File: src/sv/client_health_rate_limiter_assert.svh
// Assertion macros for the client health rate limiter.
// Included by the modules that carry concurrent assertions; uses their clk and rst_n.
`ifndef CLIENT_HEALTH_RATE_LIMITER_ASSERT_SVH
`define CLIENT_HEALTH_RATE_LIMITER_ASSERT_SVH

// Checked at every rising edge once reset has been released.
`define CHRL_ASSERT(lbl, prop, msg) \
  lbl: assert property (@(posedge clk) disable iff (!rst_n) prop) else $error(msg);

// Checked at every rising edge, during reset as well.
`define CHRL_ASSERT_ALWAYS(lbl, prop, msg) \
  lbl: assert property (@(posedge clk) prop) else $error(msg);

`endif

File: src/sv/chrl_pkg.sv
// Shared types and constants of the client health rate limiter.
// Used by every module of the block; depends on nothing else.
package chrl_pkg;

  // Fixed field widths.
  localparam int SLOT_W     = 8;
  localparam int NOW_W      = 40;
  localparam int HEALTH_W   = 15;
  localparam int GAP_W      = 20;
  localparam int STEP_W     = 15;
  localparam int CFG_IDX_W  = 2;
  localparam int CFG_DATA_W = 32;

  // Number of slots a client_slot field can name.
  localparam int SLOT_SPAN = 1 << SLOT_W;

  // Parameter defaults for the top level.
  localparam int DEF_NUM_CLIENTS = 256;
  localparam int DEF_TIME_BITS   = 40;

  // Health is fixed point with 8 fraction bits; 100.0 is full health.
  localparam logic [HEALTH_W-1:0] FULL_HEALTH = 15'd25600;

  // Register indexes of the configuration port.
  localparam logic [CFG_IDX_W-1:0] CFG_MIN_GAP = 2'd0;
  localparam logic [CFG_IDX_W-1:0] CFG_PENALTY = 2'd1;
  localparam logic [CFG_IDX_W-1:0] CFG_REWARD  = 2'd2;

  // Register reset values.
  localparam logic [GAP_W-1:0]  RST_MIN_GAP = 20'd1000;
  localparam logic [STEP_W-1:0] RST_PENALTY = 15'd2560;
  localparam logic [STEP_W-1:0] RST_REWARD  = 15'd1280;

  // Configuration register contents.
  typedef struct packed {
    logic [GAP_W-1:0]  min_gap;
    logic [STEP_W-1:0] penalty;
    logic [STEP_W-1:0] reward;
  } chrl_cfg_t;

  // Outcome of one health update.
  typedef struct packed {
    logic                write;
    logic                accepted;
    logic [HEALTH_W-1:0] health;
  } chrl_res_t;

endpackage

File: src/sv/chrl_cfg.sv
// Configuration registers of the client health rate limiter.
// Depends on chrl_pkg for the register indexes, reset values and the register struct.
module chrl_cfg (
  input  logic                           clk,
  input  logic                           rst_n,
  input  logic                           cfg_valid,
  input  logic [chrl_pkg::CFG_IDX_W-1:0] cfg_index,
  input  logic [chrl_pkg::CFG_DATA_W-1:0] cfg_wdata,
  output chrl_pkg::chrl_cfg_t            cfg_o
);
  import chrl_pkg::*;

  chrl_cfg_t cfg_r;
  chrl_cfg_t cfg_nxt;

  // Decode a write transaction; unknown indexes are ignored.
  always_comb begin
    cfg_nxt = cfg_r;
    if (cfg_valid) begin
      case (cfg_index)
        CFG_MIN_GAP: cfg_nxt.min_gap = cfg_wdata[GAP_W-1:0];
        CFG_PENALTY: cfg_nxt.penalty = cfg_wdata[STEP_W-1:0];
        CFG_REWARD:  cfg_nxt.reward  = cfg_wdata[STEP_W-1:0];
        default:     cfg_nxt = cfg_r;
      endcase
    end
  end

  always_ff @(posedge clk) begin
    if (!rst_n) begin
      cfg_r.min_gap <= RST_MIN_GAP;
      cfg_r.penalty <= RST_PENALTY;
      cfg_r.reward  <= RST_REWARD;
    end else begin
      cfg_r <= cfg_nxt;
    end
  end

  assign cfg_o = cfg_r;

endmodule

File: config.mk
export PLATFORM = sky130hd
export DESIGN_NAME = chrl_cfg
export DESIGN_NICKNAME = d
export VERILOG_FILES = /design/src/sv/client_health_rate_limiter_assert.svh /design/src/sv/chrl_pkg.sv /design/src/sv/chrl_cfg.sv
export SDC_FILE = /design/constraint.sdc
export NUM_CORES = 1
export LEC_CHECK = 0
export BUFFER_PORTS_ARGS = -buffer_cell sky130_fd_sc_hd__clkbuf_2
export CAP_MARGIN = 30
export CORE_MARGIN = 1.5
export CORE_UTILIZATION = 50
export DETAILED_ROUTE_END_ITERATION = 6
export PLACE_DENSITY_LB_ADDON = 0.05
export SKIP_LAST_GASP = 1
export SYNTH_ARGS = -nofsm -noshare
export SYNTH_HDL_FRONTEND = slang
export SYNTH_SLANG_ARGS = --single-unit
File: constraint.sdc
create_clock -name clk -period 2.05 [get_ports clk]
set_clock_uncertainty 0.15 [all_clocks]
set_input_delay 0.205 -clock clk [delete_from_list [all_inputs] [get_ports clk]]
set_output_delay 0.205 -clock clk [all_outputs]
set_load 0.02 [all_outputs]
==> out/metrics.yaml, run 1 <==
outcome: "completed"
max_cap_viol_count: 0
drt_iter0_drc: 82
diodes: 0
yosysSeqAreaShare_pct: 49.9
hold_buffers: 6
grt_pass1_wl_um: 6690
cts_resized: 0
crit_path_max_fanout: 11
n_fill_cell: 320
avgSynthCellArea_um2: 10.1
drc_errors: 0
drive_gt1_share_pct: 32.1
final_max_slew_viol_count: 0
critPathRequiredTime_ns: 2.12
grt_use_total_pct: 20.1
max_freq_mhz: 803
synth-seq-cells: 50
arrival_ns: 1.32
place_ws_ns: 0.510
die_h_um: 66.4
cts_tree: "built"
async_reset_ff_share_pct: 0
ir_drop_uv: 503
slowest_delay_ns: 0.45
worstHoldPathCells: 3
synthCells: 199
crit_chain: "clkbuf_2 > nor3b_4 > buf_4 > mux2i_1"
num_rows: 22
fp.dieW_um: 66.4
relSlewSlack_pct: 65.1
hp-class: "input pin to flop"
fin_ws_ns: 0.805
root_buffer: "clkbuf_8"
core_um2: 3740
regArea_um2: 1000
finalHoldViolations: 0
netlist_top_cells_area: "dfxtp_1 50%, mux2i_1 22%, nand2_1 11%"
yosysMostFrequentCell: "nand2_1"
postCtsSetupBuffers: 0
syn_area_um2: 2010
powerDensity_nw_per_um2: 766
r2r_cells: 2
timing.final.crit_share_pct: 60.7
nets: 311
die_area_um2: 4400
clkTransAtPathRegs_ns: 0.08
num_vias: 1544
rsz0062_at_grt: "no"
ioPinCount: 87
setup_tns_ns: 0
yosysTopAreaCell: "dfxtp_1"
synth-edff-count: 0
clock_sinks: 50
start_util_pct: 53.6
worstSetupEndpointType: "flop"
grt_pass1_vias: 1491
crit_slowest_cell: "nor3b_4"
fin_util_pct: 68.4
clockBufferDepth: 2
multi_input_area_um2: 880
leakage_nw: 1.28
areaGrowthSynthToFinish_pct: 27.6
setup-violations-final: 0
totalWireLength_um: 4010
gp_congestion: 0.713
antenna_left: 0
grt_max_degree: 41
drt-vias-per-instance: 4.80
dr.pass1.iters: 4
io_buffers: 74
synth_common_cells: "60 x nand2_1, 50 x dfxtp_1, 44 x mux2i_1"
gr-total-overflow: 0
clk_latency_ns: 0.29
synth_ff_type: "dfxtp_1"
tightestPinTransition_ns: 0.522
fin_crit_ns: 1.24
cts.htree.levels: 2
yosys_warnings: 0
wl_per_cell_um: 12.4
cts_buffers: 5
syn_nets: 236
largest_reg_flops: 50
synth_top_area_share_pct: 49.9
antenna_found_initial: 0
start_kind: "input pin"
synth_cell_types: 16
criticalPathCategory: "input pin to flop"
place_hpwl_um: 2780
power by group:
part / total (mW) / switching, mW / leakage, nW / internal (mW)
combinational: 0.242 / 0.141 / 0.815 / 0.100
sequential: 1.03 / 0.0182 / 0.407 / 1.01
clock: 0.694 / 0.304 / 0.0573 / 0.390
cells in the final DEF, fill, tap and decap left out, drive strengths merged:
cell,synthesis,final
clkbuf,0,80
nand2,60,60
dfxtp,50,50
mux2i,44,44
nor2b,6,6
inv,6,6
dlygate4sd3,0,6
o211ai,6,6
nand4bb,4,4
buf,16,4
and3b,2,2
nand4b,2,2
nand3b,2,2
nor3b,1,1
bufinv,0,1
per-stage QoR:
stage | hold slack, ns | instances | cell area (um2) | total power [mW]
2_1_floorplan | 0.197 | 199 | 2010 | 1.20
3_3_place_gp | 0.288 | 309 | 2390 | 1.28
6_report | 0.0107 | 322 | 2560 | 1.96
4_1_cts | 0.00125 | 322 | 2560 | 1.99
3_5_place_dp | 0.296 | 309 | 2390 | 1.28
5_1_grt | 0.00194 | 322 | 2560 | 2.05
cell families after synthesis:
| family | synth area share, % |
|---|---|
| compound gates | 2.49 |
| buf+inv | 6.61 |
| flops | 49.9 |
| mux | 21.9 |
| simple gates | 19.1 |
layer usage:
| metal | vias to the layer above | part of all wire [%] | global-route usage (%) |
|---|---|---|---|
| met5 | - | 0 | 0 |
| met4 | 0 | 1.1 | 6.12 |
| met3 | 4 | 5.5 | 5.96 |
| met2 | 47 | 47 | 34.0 |
| met1 | 687 | 46 | 24.5 |
| li1 | 806 | - | - |
worst max-delay path: cells and delay by family:
kind / cells / cell delay (ns)
buffers and inverters: 2 / 0.46
multiplexers: 1 / 0.20
AND/OR/NAND/NOR: 1 / 0.45
final cells by class:
cell class / instances / area share, %
Clock buffer: 6 / 3.22
Clock inverter: 1 / 1.17
Inverter: 6 / 0.879
Multi-Input combinational cell: 127 / 34.3
Sequential cell: 50 / 39.1
Tap cell: 48 / 2.34
Timing Repair Buffer: 84 / 19.0
path summary, 6_finish.rpt:
check | from | to | slack, ns
worst max-delay path | cfg_valid | cfg_o[41] | 0.81
worst min-delay path | cfg_wdata[9] | cfg_o[9] | 0.01
worst max register to register | cfg_o[24] | cfg_o[24] | 1.28
worst min register to register | cfg_o[22] | cfg_o[22] | 0.31
(Power assumes the default switching activity.)
==> run 2: changes to the inputs <==
--- a/config.mk
+++ b/config.mk
@@ -5,10 +5,11 @@
 export SDC_FILE = /design/constraint.sdc
 export NUM_CORES = 1
 export LEC_CHECK = 0
+export ABC_AREA = 1
 export BUFFER_PORTS_ARGS = -buffer_cell sky130_fd_sc_hd__clkbuf_2
 export CAP_MARGIN = 30
 export CORE_MARGIN = 1.5
-export CORE_UTILIZATION = 50
+export CORE_UTILIZATION = 43
 export DETAILED_ROUTE_END_ITERATION = 6
 export PLACE_DENSITY_LB_ADDON = 0.05
 export SKIP_LAST_GASP = 1
==> constraint.sdc (replaced) <==
create_clock -name clk -period 1.1 [get_ports clk]
set_clock_uncertainty 0.15 [all_clocks]
set_input_delay 0.11 -clock clk [delete_from_list [all_inputs] [get_ports clk]]
set_output_delay 0.11 -clock clk [all_outputs]
set_load 0.02 [all_outputs]
==> run 2 against run 1 <==
Compared with the run above: sequential power grew 89%; register-to-register slack worse by 0.98 ns; setup slack got worse by 0.78 ns; first-iteration DRC count grew 4.9%; via count grew 31%; utilization decreased by 7.8 points; hold slack better by 0.058 ns; sequential share of layout area shrank 3.8 points.
==> out/metrics.yaml, run 2 <==
outcome: "completed"
slowest_delay_ns: 0.35
num_vias: 2028
cts_buffers: 5
syn_nets: 343
critPathRequiredTime_ns: 0.84
synth_ff_type: "dfxtp_1"
yosys_warnings: 0
max_freq_mhz: 931
grt_use_total_pct: 18.1
fin_crit_ns: 1.07
synth_top_area_share_pct: 47.8
gp_congestion: 0.786
yosysTopAreaCell: "dfxtp_1"
fp.dieW_um: 72.8
num_rows: 25
crit_path_max_fanout: 2
clkTransAtPathRegs_ns: 0.08
synth_cell_types: 15
avgSynthCellArea_um2: 6.84
wl_per_cell_um: 10.6
grt_max_degree: 51
timing.final.crit_share_pct: 97.7
yosysMostFrequentCell: "nand2_1"
place_hpwl_um: 3110
io_buffers: 74
synthCells: 306
synth-simple-area-share_pct: 36.3
r2r_cells: 4
drive_gt1_share_pct: 24.2
yosysSeqAreaShare_pct: 47.8
ioPinCount: 87
place_inst: 422
gr-total-overflow: 0
synthXorXnorAreaFrac_pct: 0
finalHoldViolations: 0
setup-violations-final: 0
relSlewSlack_pct: 78.4
rsz0062_at_grt: "yes"
final_max_slew_viol_count: 0
antenna_found_initial: 0
dr.pass1.iters: 4
drc_errors: 0
final_common_cell: "nand2_1"
hold_path.startpoint: "rst_n"
worstReg2RegStart: "cfg_o[7]"
netlist_top_cells_area: "dfxtp_1 48%, nand2_1 14%, nor2_1 12%"
synth_compound_area_share_pct: 3.35
n_fill_cell: 463
leakage_nw: 1.57
totalWireLength_um: 4780
drt-vias-per-instance: 4.51
worstSetupEndpointType: "output pin"
areaGrowthSynthToFinish_pct: 35.9
crit_chain: "clkbuf_2"
synth-seq-cells: 50
min_to: "cfg_o[24]"
clockBufferDepth: 2
finalPower_mw: 3.83
fin_util_pct: 60.6
clk_latency_ns: 0.30
start_util_pct: 44.6
mostFrequentLayoutCells: "80 x nand2_1, 67 x nor2_1, 47 x dfxtp_1, 43 x clkbuf_2, 40 x inv_1"
die_area_um2: 5300
syn_area_um2: 2090
synth_common_cells: "80 x nand2_1, 67 x nor2_1, 50 x dfxtp_1"
r2r-end: "cfg_o[7]"
diodes: 0
nets: 432
cp_num_buf_inv: 1
worst-path-stages: 1
worstHoldPathCells: 3
hp-class: "input pin to flop"
antenna_left: 0
synthMuxAreaShare_pct: 0
crit_slowest_cell: "dfxtp_1"
multi_input_area_um2: 831
ir_drop_uv: 685
arrival_ns: 0.81
root_buffer: "clkbuf_8"
rrSetupSlack_ns: 0.30
powerDensity_nw_per_um2: 1350
clock_sinks: 50
tightestPinTransition_ns: 0.325
regArea_um2: 1000
synth-edff-count: 0
path_delay_family: "flip-flops"
synth-adder-area-share_pct: 0
stdcell_count: 450
largest_reg_flops: 50
max_cap_viol_count: 0
start_kind: "flop"
cts_tree: "built"
grt_pass1_wl_um: 7450
synth_top_family_by_area: "simple AND/OR/NAND/NOR gates"
core_um2: 4690
die_h_um: 72.8
async_reset_ff_share_pct: 0
drt_iter0_drc: 86
cts.htree.levels: 2
grt_pass1_vias: 1650
criticalPathCategory: "flop to output pin"
run 2: timing repair:
action | in CTS | in global routing
buffers inserted | 0 | 0
endpoints found under the setup margin | 1 | 31
hold buffers | 20 | 0
resized for setup | 2 | 45
endpoints found under the hold margin | 41 | 0
run 2: cell families (layout without fill, tap and decap cells):
kind of cell | Yosys count | in the layout
simple gates | 182 | 182
buf+inv | 60 | 150
flops | 50 | 50
compound gates | 14 | 14
run 2: worst max path at each step:
stage	startpoint	end	slack (ns)
floorplan	cfg_index[0]	cfg_o[47]	0.05
global placement	cfg_valid	cfg_o[5]	-0.03
detailed placement	cfg_index[1]	cfg_o[16]	-0.06
CTS	cfg_o[7]	cfg_o[7]	0.003
global route	cfg_o[7]	cfg_o[7]	-0.006
finish	cfg_o[15]	cfg_o[15]	0.03
run 2: power by group:
group	total, mW	internal (mW)	leakage [nW]	switching [mW]
clock network	1.22	0.635	0.0575	0.582
logic	0.667	0.267	1.10	0.399
registers	1.95	1.91	0.408	0.0451
total	3.83	2.81	1.57	1.03
run 2: layout make-up:
type                       count  area share [%]
sequential                    50            35.3
timing repair buffer         100            23.7
tap                           54            2.38
inverter                      42            5.54
multi-input combinational    196            29.2
clock buffer                   8            3.87
run 2: metrics by stage:
stage	setup slack (ns)	setup TNS [ns]	area [um2]	hold slack, ns
floorplan	0.0474	0	2090	0.0732
CTS	0.00273	0	2810	0.0655
global route	-0.00596	-0.00596	2840	0.0711
global placement	-0.0256	-0.476	2500	0.214
detailed placement	-0.0587	-0.933	2500	0.204
finish	0.0256	0	2840	0.0684
run 2: per-layer routing:
metal | track usage [%] | share of wire (%) | up-vias
li1 | - | - | 1095
met1 | 24.0 | 46 | 866
met2 | 28.2 | 46 | 60
met3 | 5.39 | 5.6 | 7
met4 | 6.29 | 1.7 | 0
met5 | 0 | 0 | -
==> run 3: changes to the inputs <==
--- a/config.mk
+++ b/config.mk
@@ -11,7 +11,7 @@
 export CORE_MARGIN = 1.5
 export CORE_UTILIZATION = 43
 export DETAILED_ROUTE_END_ITERATION = 6
-export PLACE_DENSITY_LB_ADDON = 0.05
+export PLACE_DENSITY = 0.75
 export SKIP_LAST_GASP = 1
 export SYNTH_ARGS = -nofsm -noshare
 export SYNTH_HDL_FRONTEND = slang
==> run 3 against run 2 <==
Compared with the run above: critical path depth did not move; die area is the same; register-to-register slack improved by 0.02 ns; final cell count grew 1.3%; sequential share of layout area fell by 0.53 points; highest routed layer unchanged; cell area grew 1.3%; clock-buffer cell count down 1; largest cell class unchanged; fmax grew 0.63%; wire length rose by 1.6%; global-route usage up 1.6 points.
==> out/metrics.yaml, run 3 (synthesized netlist as in run 2, its figures left out) <==
n_fill_cell: 457
arrival_ns: 0.81
num_vias: 2080
totalWireLength_um: 4860
root_buffer: "clkbuf_8"
max_cap_viol_count: 0
final_area_um2: 2880
crit_path_max_fanout: 2
fin_crit_ns: 1.07
io_buffers: 74
critPathRequiredTime_ns: 0.84
grt_max_degree: 51
start_kind: "flop"
slowest_delay_ns: 0.35
grt_pass1_vias: 1906
finalHoldViolations: 0
drc_errors: 0
worstReg2RegStart: "cfg_o[4]"
rrSetupSlack_ns: 0.32
timing.final.crit_share_pct: 97.1
largest_reg_flops: 50
regArea_um2: 1000
mostFrequentLayoutCells: "80 x nand2_1, 67 x nor2_1, 50 x clkbuf_2, 49 x dfxtp_1, 40 x inv_1"
cp_num_buf_inv: 1
gr-usage-met1_pct: 25.1
top_usage_layer: "met2"
fp.dieW_um: 72.8
place_hpwl_um: 3250
hp-class: "input pin to flop"
final_common_cell: "nand2_1"
clk_latency_ns: 0.29
num_rows: 25
outcome: "completed"
tightestPinTransition_ns: 0.252
r2r-end: "cfg_o[4]"
clockBufferDepth: 2
worstHoldPathCells: 3
setup-violations-final: 0
finalPower_mw: 3.71
ir_drop_uv: 647
diodes: 0
r2r_cells: 4
grt_use_total_pct: 19.8
wl_per_cell_um: 10.7
criticalPathCategory: "flop to output pin"
start_util_pct: 44.6
max_freq_mhz: 937
antenna_found_initial: 0
drt_iter0_drc: 110
grt_pass1_wl_um: 8320
crit_slowest_cell: "dfxtp_1"
clock_sinks: 50
drive_gt1_share_pct: 24.6
gr-total-overflow: 0
cts_tree: "built"
worstSetupEndpointType: "output pin"
min_to: "cfg_o[26]"
antenna_left: 0
clkTransAtPathRegs_ns: 0.09
drt-vias-per-instance: 4.56
final_max_slew_viol_count: 0
leakage_nw: 1.59
relSlewSlack_pct: 83.2
cts_buffers: 5
fin_hold_ws_ns: 0.0406
placed_area_um2: 2570
path_delay_family: "flip-flops"
crit_chain: "buf_2"
die_area_um2: 5300
met3_usage_pct: 4.14
nets: 438
ioPinCount: 87
gp_congestion: 0.774
dr.pass1.iters: 4
die_h_um: 72.8
core_um2: 4690
multi_input_area_um2: 831
hold_path.startpoint: "cfg_index[0]"
powerDensity_nw_per_um2: 1290
cts.htree.levels: 2
rsz0062_at_grt: "no"
grtUsageMet2_pct: 33.9
areaGrowthSynthToFinish_pct: 37.6
[run 3: changes by cell type in the layout (fill, tap and decap cells not counted)]
cell and change:
buf_12 +2, buf_2 -2, dfxtp_2 -2, clkbuf_1 +1
clkbuf_8 -2, clkbuf_2 +7, clkinv_2 +1, buf_4 -1
dfxtp_1 +2
[run 3: how the worst max path moves through the flow]
stage / startpoint / endpoint / slack (ns) / depth (start not counted)
finish: cfg_o[15] / cfg_o[15] / 0.03 / 1
global route: cfg_o[25] / cfg_o[25] / 0.0003 / 1
CTS: cfg_o[4] / cfg_o[4] / 0.004 / 1
detailed placement: cfg_index[0] / cfg_o[28] / -0.0004 / 7
global placement: cfg_valid / cfg_o[9] / 0.02 / 5
floorplan: cfg_index[0] / cfg_o[47] / 0.05 / 6
[run 3: area by class of cell]
class / instances / share of cell area [%]
Inverter: 42 / 5.47
Clock inverter: 1 / 0.174
Clock buffer: 7 / 3.00
Timing Repair Buffer: 106 / 25.4
Multi-Input combinational cell: 196 / 28.8
Tap cell: 54 / 2.35
Sequential cell: 50 / 34.8
[run 3: per-stage QoR]
step	std cells	setup slack (ns)	utilization [%]	TNS, ns
after global placement	428	0.0175	54.7	0
after detailed placement	428	-0.000388	54.7	-0.000388
after floorplan	306	0.0474	-	0
after global routing	456	0.000281	61.4	0
final	456	0.0324	61.4	0
after CTS	456	0.00362	60.9	0
[run 3: layer usage]
layer | part of all wire (%) | up-vias
met4 | 0.82 | 0
li1 | - | 1104
met1 | 46 | 918
met3 | 4.6 | 4
met2 | 48 | 54
met5 | 0 | -
[run 3: repair_timing]
item,CTS,global route
buffers inserted,0,0
setup endpoints to repair,0,24
hold buffers,20,0
hold endpoints to repair,44,0
gates resized for setup,0,33
[run 3: report_power, final]
group / switching [mW] / internal, mW
clock network: 0.561 / 0.508
logic: 0.404 / 0.281
registers: 0.0473 / 1.90
